===== src/rtl/ferh_pkg.sv =====
// ----------------------------------------------------------------------------
// ferh_pkg: shared codes for the evicting handle registry
// Operation codes of a request and the width of the external handle field.
// ----------------------------------------------------------------------------
`default_nettype none

package ferh_pkg;

  localparam int unsigned HANDLE_PORT_BITS = 32;

  localparam logic [1:0] OP_REGISTER   = 2'd0;
  localparam logic [1:0] OP_QUERY      = 2'd1;
  localparam logic [1:0] OP_UNREGISTER = 2'd2;
  // Internal code for a request that changes nothing and reports zeros.
  localparam logic [1:0] OP_NONE       = 2'd3;

  typedef struct packed {
    logic found;
    logic evicted_valid;
  } ferh_flags_t;

endpackage

`default_nettype wire


===== src/rtl/ferh_cell.sv =====
// ----------------------------------------------------------------------------
// ferh_cell: one slot of the handle ring
// Holds one stored handle and passes it to its neighbor whenever the ring
// rotates.
// ----------------------------------------------------------------------------
`default_nettype none

module ferh_cell #(
  parameter int unsigned WIDTH = 32
) (
  input  wire logic             clk,
  input  wire logic             rst,
  input  wire logic             shift,
  input  wire logic [WIDTH-1:0] d,
  output logic      [WIDTH-1:0] q
);

  always_ff @(posedge clk) begin
    if (rst) begin
      q <= '0;
    end else if (shift) begin
      q <= d;
    end
  end

endmodule

`default_nettype wire


===== src/rtl/fifo_evicting_handle_registry_core.sv =====
// ----------------------------------------------------------------------------
// fifo_evicting_handle_registry_core: handle table with round-robin eviction
// Register, query and unregister requests operate on a ring of slot cells
// that rotates once per request past a single compare point.
// ----------------------------------------------------------------------------
// One request at a time: a new request is accepted only once the previous
// result has moved into the output register. The slot ring makes one full
// rotation per request so that every slot passes the compare point.
// A finished result waits in the output register while the next request runs.
// Reset (synchronous) empties every slot and parks the pointer at SLOT_COUNT.
// ----------------------------------------------------------------------------
`default_nettype none

module fifo_evicting_handle_registry_core #(
  parameter int unsigned SLOT_COUNT  = 16,
  parameter int unsigned HANDLE_BITS = 32
) (
  input  wire logic        clk,
  input  wire logic        rst,
  input  wire logic        in_valid,
  output logic             in_ready,
  input  wire logic [1:0]  operation,
  input  wire logic [31:0] handle,
  output logic             out_valid,
  input  wire logic        out_ready,
  output logic             found,
  output logic [3:0]       slot_index,
  output logic             evicted_valid,
  output logic [31:0]      evicted_handle
);

  localparam int unsigned SW = (HANDLE_BITS < ferh_pkg::HANDLE_PORT_BITS) ?
                               HANDLE_BITS : ferh_pkg::HANDLE_PORT_BITS;
  localparam int unsigned IW = $clog2(SLOT_COUNT);
  localparam int unsigned PW = $clog2(SLOT_COUNT + 1);

  localparam logic [1:0] ST_IDLE = 2'd0;
  localparam logic [1:0] ST_SCAN = 2'd1;
  localparam logic [1:0] ST_DONE = 2'd2;

  logic [1:0]    state;
  logic [IW-1:0] cnt;
  logic [1:0]    op_r;
  logic [SW-1:0] h_r;
  logic [IW-1:0] reg_slot;
  logic [PW-1:0] next_slot;
  logic          hit;
  logic [IW-1:0] hit_idx;
  logic [SW-1:0] ev;
  logic          start_empty;
  logic          above_f;
  logic [IW-1:0] above_idx;
  logic          below_f;
  logic [IW-1:0] below_idx;

  logic [SW-1:0] ring_q [SLOT_COUNT];
  logic [SW-1:0] tail_in;
  logic          shift;

  logic          accept;
  logic          out_free;
  logic [SW-1:0] h_in;
  logic [PW-1:0] ns_dec;
  logic [IW-1:0] reg_slot_next;
  logic [SW-1:0] head;
  logic          match;
  logic          first;
  logic          occ;
  logic          ns_valid;
  logic [PW-1:0] cnt_ext;
  ferh_pkg::ferh_flags_t flags;

  // The ring rotates toward cell 0; cell 0 is the compare point and its
  // value, possibly rewritten, re-enters at the far end.
  genvar k;
  generate
    for (k = 0; k < SLOT_COUNT; k++) begin : g_cell
      if (k == SLOT_COUNT - 1) begin : g_tail
        ferh_cell #(.WIDTH(SW)) u_cell (
          .clk   (clk),
          .rst   (rst),
          .shift (shift),
          .d     (tail_in),
          .q     (ring_q[k])
        );
      end else begin : g_body
        ferh_cell #(.WIDTH(SW)) u_cell (
          .clk   (clk),
          .rst   (rst),
          .shift (shift),
          .d     (ring_q[k+1]),
          .q     (ring_q[k])
        );
      end
    end
  endgenerate

  assign in_ready = (state == ST_IDLE);
  assign accept   = in_valid && in_ready;
  assign out_free = !out_valid || out_ready;
  assign shift    = (state == ST_SCAN);
  assign h_in     = handle[SW-1:0];

  // The pointer steps down one slot; from slot 0 or the reset position it
  // wraps to the top slot.
  assign ns_dec        = next_slot - PW'(1);
  assign reg_slot_next = ((next_slot == '0) || (next_slot >= PW'(SLOT_COUNT))) ?
                         IW'(SLOT_COUNT - 1) : ns_dec[IW-1:0];

  // At scan step cnt the head cell holds slot cnt; slots pass from the top
  // down, so the first match seen is the highest one.
  assign head     = ring_q[0];
  assign match    = (head == h_r);
  assign first    = match && !hit;
  assign occ      = (head != '0) && !(first && (op_r == ferh_pkg::OP_UNREGISTER));
  assign ns_valid = (next_slot < PW'(SLOT_COUNT));
  assign cnt_ext  = PW'(cnt);

  always_comb begin
    tail_in = head;
    case (op_r)
      ferh_pkg::OP_REGISTER: begin
        if (cnt == reg_slot) begin
          tail_in = h_r;
        end
      end
      ferh_pkg::OP_UNREGISTER: begin
        if (first) begin
          tail_in = '0;
        end
      end
      default: begin
        tail_in = head;
      end
    endcase
  end

  always_comb begin
    flags.found         = hit && ((op_r == ferh_pkg::OP_QUERY) ||
                                  (op_r == ferh_pkg::OP_UNREGISTER));
    flags.evicted_valid = (op_r == ferh_pkg::OP_REGISTER) && (ev != '0);
  end

  always_ff @(posedge clk) begin
    if (rst) begin
      state     <= ST_IDLE;
      next_slot <= PW'(SLOT_COUNT);
      out_valid <= 1'b0;
    end else begin
      if ((state == ST_DONE) && out_free) begin
        out_valid <= 1'b1;
      end else if (out_ready) begin
        out_valid <= 1'b0;
      end
      case (state)
        ST_IDLE: begin
          if (accept) begin
            state <= ST_SCAN;
            if ((operation == ferh_pkg::OP_REGISTER) && (h_in != '0)) begin
              next_slot <= PW'(reg_slot_next);
            end
          end
        end
        ST_SCAN: begin
          if (cnt == '0) begin
            state <= ST_DONE;
          end
        end
        ST_DONE: begin
          if (out_free) begin
            state     <= ST_IDLE;
            // After an unregister that hits, if the pointed slot is left empty,
            // the pointer moves up to the next occupied slot, wrapping.
            if ((op_r == ferh_pkg::OP_UNREGISTER) && hit && ns_valid && start_empty) begin
              if (above_f) begin
                next_slot <= PW'(above_idx);
              end else if (below_f) begin
                next_slot <= PW'(below_idx);
              end
            end
          end
        end
        default: begin
          state <= ST_IDLE;
        end
      endcase
    end
  end

  always_ff @(posedge clk) begin
    if (accept) begin
      cnt         <= IW'(SLOT_COUNT - 1);
      h_r         <= h_in;
      reg_slot    <= reg_slot_next;
      hit         <= 1'b0;
      hit_idx     <= '0;
      ev          <= '0;
      start_empty <= 1'b0;
      above_f     <= 1'b0;
      above_idx   <= '0;
      below_f     <= 1'b0;
      below_idx   <= '0;
      case (operation)
        ferh_pkg::OP_REGISTER:   op_r <= (h_in != '0) ? ferh_pkg::OP_REGISTER :
                                                        ferh_pkg::OP_NONE;
        ferh_pkg::OP_QUERY:      op_r <= ferh_pkg::OP_QUERY;
        ferh_pkg::OP_UNREGISTER: op_r <= (h_in != '0) ? ferh_pkg::OP_UNREGISTER :
                                                        ferh_pkg::OP_NONE;
        default:                 op_r <= ferh_pkg::OP_NONE;
      endcase
    end else if (state == ST_SCAN) begin
      cnt <= cnt - IW'(1);
      if (match) begin
        hit <= 1'b1;
      end
      if (first) begin
        hit_idx <= cnt;
      end
      if (cnt == reg_slot) begin
        ev <= head;
      end
      if (cnt_ext == next_slot) begin
        start_empty <= !occ;
      end
      // Scanning downward, the last occupied slot seen above the pointer is
      // the nearest one above it; likewise the lowest one below it.
      if (occ && (cnt_ext > next_slot)) begin
        above_f   <= 1'b1;
        above_idx <= cnt;
      end
      if (occ && (cnt_ext < next_slot)) begin
        below_f   <= 1'b1;
        below_idx <= cnt;
      end
    end
  end

  always_ff @(posedge clk) begin
    if ((state == ST_DONE) && out_free) begin
      found          <= flags.found;
      slot_index     <= flags.found ? 4'(hit_idx) : 4'd0;
      evicted_valid  <= flags.evicted_valid;
      evicted_handle <= flags.evicted_valid ? 32'(ev) : 32'd0;
    end
  end

  a_accept_starts_scan: assert property (@(posedge clk) disable iff (rst)
    accept |=> (state == ST_SCAN) && (cnt == IW'(SLOT_COUNT - 1)))
    else $error("accepted request did not start a full ring rotation");

  a_scan_ends: assert property (@(posedge clk) disable iff (rst)
    (state == ST_SCAN) && (cnt == '0) |=> (state == ST_DONE))
    else $error("scan did not finish after the last slot");

  a_result_from_done: assert property (@(posedge clk) disable iff (rst)
    $rose(out_valid) |-> ($past(state) == ST_DONE))
    else $error("result appeared without a finished scan");

  a_result_kind: assert property (@(posedge clk) disable iff (rst)
    out_valid |-> !(found && evicted_valid))
    else $error("result reports both a match and an eviction");

  a_pointer_range: assert property (@(posedge clk) disable iff (rst)
    (state != ST_IDLE) |-> (next_slot <= PW'(SLOT_COUNT)))
    else $error("slot pointer out of range");

endmodule

`default_nettype wire


===== config.mk =====
export PLATFORM = sky130hd
export DESIGN_NAME = fifo_evicting_handle_registry_core
export DESIGN_NICKNAME = d
export VERILOG_FILES = /design/src/rtl/ferh_pkg.sv /design/src/rtl/ferh_cell.sv /design/src/rtl/fifo_evicting_handle_registry_core.sv
export SDC_FILE = /design/constraint.sdc
export NUM_CORES = 1
export LEC_CHECK = 0
export BUFFER_PORTS_ARGS = -buffer_cell sky130_fd_sc_hd__buf_2
export CAP_MARGIN = 20
export CELL_PAD_IN_SITES_DETAIL_PLACEMENT = 0
export CELL_PAD_IN_SITES_GLOBAL_PLACEMENT = 2
export CORE_MARGIN = 5
export CORE_UTILIZATION = 40
export DETAILED_ROUTE_END_ITERATION = 10
export PLACE_DENSITY_LB_ADDON = 0.05
export SYNTH_ARGS = -nofsm -noshare
export SYNTH_HDL_FRONTEND = slang
export SYNTH_HIERARCHICAL = 1
export SYNTH_SLANG_ARGS = --single-unit

===== constraint.sdc =====
create_clock -name clk -period 4.47 [get_ports clk]
set_clock_uncertainty 0.05 [all_clocks]
set_input_delay 0.2235 -clock clk [delete_from_list [all_inputs] [get_ports clk]]
set_output_delay 0.2235 -clock clk [all_outputs]
set_load 0.02 [all_outputs]

==> out/qor.tcl <==
set qor(syn-cell-area_sq_um) 24600
set qor(worst_r2r_endpoint) {g_cell[15].g_tail.u_cell/q[18]}
set qor(post_cts.resized_instances) 0
set qor(synth_area_leaders) {sky130_fd_sc_hd__dfxtp_1 47%, sky130_fd_sc_hd__mux2i_1 23%, sky130_fd_sc_hd__edfxtp_1 9.3%}
set qor(tritoncts) {done}
set qor(clock_sink_count) 648
set qor(design.final.nets) 2283
set qor(io_pins) 78
set qor(numCtsBuffers) 74
set qor(critical_path.max_fanout) 32
set qor(synth.top_cell.area_share) 0.466
set qor(wirelength_microns) 51100
set qor(critical_path_sink) {g_cell[15].g_tail.u_cell/q[18]}
set qor(tightest_slew_ps) 1030
set qor(worst_skew_pair.late_latency_ps) 600
set qor(reg2reg_slack_ps) 1640
set qor(wl_met1_microns) 25400
set qor(firstDrtPassIters) 7
set qor(ys_seq_area_frac) 0.558
set qor(crit_path_start) {g_cell[0].g_body.u_cell/q[6]}
set qor(postLayoutSetupSlackWorst_ps) 1640
set qor(ys_async_sr_fraction) 0
set qor(first_pass_grt_wire_length_microns) 82400
set qor(ir_drop_mv) 0.285
set qor(post_detailed_route_drc_marker_count) 0
set qor(routed_wire_length_per_instance_microns) 16.6
set qor(power-per-cell-area_nw_per_um2) 450
set qor(antenna_violating_nets_remaining) 0
set qor(dr_wl_met2_microns) 22200
set qor(design.die.area_sq_um) 66600
set qor(hold_class) {in2reg}
set qor(r2r-start) {g_cell[0].g_body.u_cell/q[6]}
set qor(wl_met3_microns) 1980
set qor(setup_tns_ps) 0
set qor(holdWs_ps) 48.1
set qor(placement.io_buffers) 77
set qor(total_number_of_placement_rows) 91
set qor(achievable-frequency_mhz) 353
set qor(dr.first_iter.drc_count) 931
set qor(cp.arrival_ps) 3240
set qor(design.core.area_sq_um) 61300
set qor(slew-limit-headroom) 0.312
set qor(htreeDepth) 3
set qor(area.growth.synth_to_final_pct) 11.8
set qor(netlist.top_cell.by_area) {sky130_fd_sc_hd__dfxtp_1}
set qor(topRoutingLayerUsed) {met5}
set qor(post_synth.cell_area_avg_sq_um) 11.4
set qor(ys_warn_count) 6
set qor(unrepaired_setup_endpoints_after_global_routing) {no}
set qor(period_share) 0.634
set qor(static-leakage-power_nw) 10.7
set qor(grt_overflow_total) 0
set qor(gp_routability_congestion) 0.786
set qor(path_class) {reg2reg}
set qor(hold_viol) 0
set qor(antenna-diode-count) 0
set qor(run_status) {completed}
set qor(max_cap_violation_count) 0
set qor(drive_gt1_frac) 0.0917
set qor(end_kind) {register}
set qor(grt_start_max_net_pins) 129
set qor(dpl_worst_slack_ps) 1700
set qor(synth_enable_flop_cells) 76
set qor(startpoint_type) {register}
set qor(critical_path_required_ps) 4880
set qor(effective_utilization_at_floorplan) 0.402
set qor(power_mw) 12.4
set qor(yosys_register_bits) 648
set qor(yosys.cell_count.top_type) {sky130_fd_sc_hd__dfxtp_1}
set qor(final_cell_area_sq_um) 27500
set qor(dpl.hpwl_microns) 31400
set qor(initial_antenna_violation_count) 3
set qor(syn-instance-count) 2165
set qor(clk_transition_reported_paths_ps) 50
set qor(synth_flop_cell) {sky130_fd_sc_hd__dfxtp_1}
set qor(finalWorstPathRequiredPeriod_ps) 2830
set qor(die_width_microns) 258
set qor(ctsRootBufferMaster) {sky130_fd_sc_hd__clkbuf_16}
set qor(groute.usage.overall) 0.152
set qor(viasPerCell) 4.85
set qor(chipHeight_microns) 258
set qor(report.final.setup_viol) 0
set qor(ctsLongestPathBuffers) 3
set qor(vias_in_the_first_global_route) 14480
set qor(synth_cell_types) 44
set qor(place_area_sq_um) 24800
set qor(slew_limit_fails) 0
set qor(vias) 14933
set qor(mappedNetlistNets) 2211
set qor(synth.top_cells.by_count) {572 x sky130_fd_sc_hd__dfxtp_1, 566 x sky130_fd_sc_hd__nor2_1, 555 x sky130_fd_sc_hd__mux2i_1}
set qor(ff2ff_path_depth) 8
## state kept, by name (all words and copies together), names as in the netlist, 4 cells and up
name / flops
above_idx: 4
below_idx: 4
cnt: 4
ev: 32
evicted_handle: 32
g_cell.g_body.u_cell/q: 480
g_cell.g_tail.u_cell/q: 32
h_r: 32
hit_idx: 4
next_slot: 5
reg_slot: 4
slot_index: 4
## cell families (layout without fill, tap and decap cells)
kind of cell               after synthesis  in the layout  synth area share
and+or+nand+nor                        685            685             0.115
adders and majority gates                8              8           0.00407
AOI/OAI and AO/OA                       75             75            0.0224
muxes                                  555            555             0.226
DFF                                    648            648             0.558
buffers and inverters                  155            281            0.0605
xor gates and xnor gates                39             39            0.0139
## worst max-delay path, stage by stage (launching register included)
cell and delay, ps:
sky130_fd_sc_hd__dfxtp_1 560, sky130_fd_sc_hd__xor2_1 160, sky130_fd_sc_hd__nor4_1 370, sky130_fd_sc_hd__nand4_1 300, sky130_fd_sc_hd__nor3_1 400, sky130_fd_sc_hd__o21ai_4 330, sky130_fd_sc_hd__a22o_1 290, sky130_fd_sc_hd__mux2i_1 140
sky130_fd_sc_hd__nor2_1 60
## worst min path at each step
stage / from / to / cells past startpoint
after floorplan: rst / g_cell[0].g_body.u_cell/q[29] / 1
after global placement: handle[19] / h_r[19] / 1
after detailed placement: handle[19] / h_r[19] / 1
after CTS: in_valid / cnt[0] / 3
after global routing: in_valid / cnt[3] / 3
final: in_valid / cnt[0] / 3
## report_power, final
| group | internal (mW) | total [mW] | switching (mW) | leakage (nW) |
|---|---|---|---|---|
| Combinational | 0.269 | 0.674 | 0.405 | 4.25 |
| Clock | 3.42 | 5.74 | 2.32 | 1.14 |
| Sequential | 5.92 | 5.96 | 0.0382 | 5.30 |
| Total | 9.61 | 12.4 | 2.77 | 10.7 |
## cell usage in the layout, fill, tap and decap left out, types with 2 or more instances in the layout
| cell type | n |
|---|---|
| sky130_fd_sc_hd__nand3_1 | 6 |
| sky130_fd_sc_hd__dlygate4sd3_1 | 36 |
| sky130_fd_sc_hd__nand4_1 | 11 |
| sky130_fd_sc_hd__nand2_1 | 18 |
| sky130_fd_sc_hd__nor2_4 | 2 |
| sky130_fd_sc_hd__a22o_1 | 32 |
| sky130_fd_sc_hd__dfxtp_1 | 572 |
| sky130_fd_sc_hd__and3_1 | 6 |
| sky130_fd_sc_hd__or4_1 | 2 |
| sky130_fd_sc_hd__a21oi_1 | 17 |
| sky130_fd_sc_hd__mux2i_1 | 555 |
| sky130_fd_sc_hd__inv_6 | 3 |
| sky130_fd_sc_hd__a21o_1 | 2 |
| sky130_fd_sc_hd__buf_4 | 14 |
| sky130_fd_sc_hd__clkinv_2 | 8 |
| sky130_fd_sc_hd__nor3_1 | 2 |
| sky130_fd_sc_hd__nor2_1 | 564 |
| sky130_fd_sc_hd__clkbuf_1 | 26 |
| sky130_fd_sc_hd__inv_1 | 15 |
| sky130_fd_sc_hd__ha_1 | 8 |
| sky130_fd_sc_hd__and2_1 | 33 |
| sky130_fd_sc_hd__nor4_1 | 31 |
| sky130_fd_sc_hd__a211oi_1 | 2 |
| sky130_fd_sc_hd__clkbuf_8 | 16 |
| sky130_fd_sc_hd__inv_8 | 2 |
| sky130_fd_sc_hd__xnor2_1 | 15 |
| sky130_fd_sc_hd__o21bai_1 | 3 |
| sky130_fd_sc_hd__clkbuf_16 | 75 |
| sky130_fd_sc_hd__xor2_1 | 24 |
| sky130_fd_sc_hd__a211o_1 | 4 |
| sky130_fd_sc_hd__or2_2 | 2 |
| sky130_fd_sc_hd__o31ai_1 | 2 |
| sky130_fd_sc_hd__buf_12 | 7 |
| sky130_fd_sc_hd__nand2b_1 | 4 |
| sky130_fd_sc_hd__edfxtp_1 | 76 |
| sky130_fd_sc_hd__o21ai_0 | 6 |
| sky130_fd_sc_hd__buf_2 | 76 |
## per-stage QoR
stage	utilization	std cells
4_1_cts	0.449	3081
3_5_place_dp	0.405	2915
2_1_floorplan	-	2165
5_1_grt	0.449	3081
3_3_place_gp	0.405	2915
6_report	0.449	3081
## area by class of cell
| class | instances | area, sq um |
|---|---|---|
| Clock buffer | 117 | 2190 |
| Clock inverter | 13 | 108 |
| Fill cell | 5767 | 33800 |
| Inverter | 17 | 71.3 |
| Multi-Input combinational cell | 1362 | 9400 |
| Sequential cell | 648 | 13700 |
| Tap cell | 790 | 988 |
| Timing Repair Buffer | 134 | 1000 |
## metal layers
layer,vias up,GRT usage
li1,7550,-
met1,7039,0.218
met2,230,0.228
met3,110,0.0342
met4,4,0.0506
met5,-,0
## timing repair
item / CTS / global route
hold buffers: 36 / 0
endpoints found under the hold margin: 36 / 0
setup buffers: 0 / 0
Power figures use the tool's default switching activity.
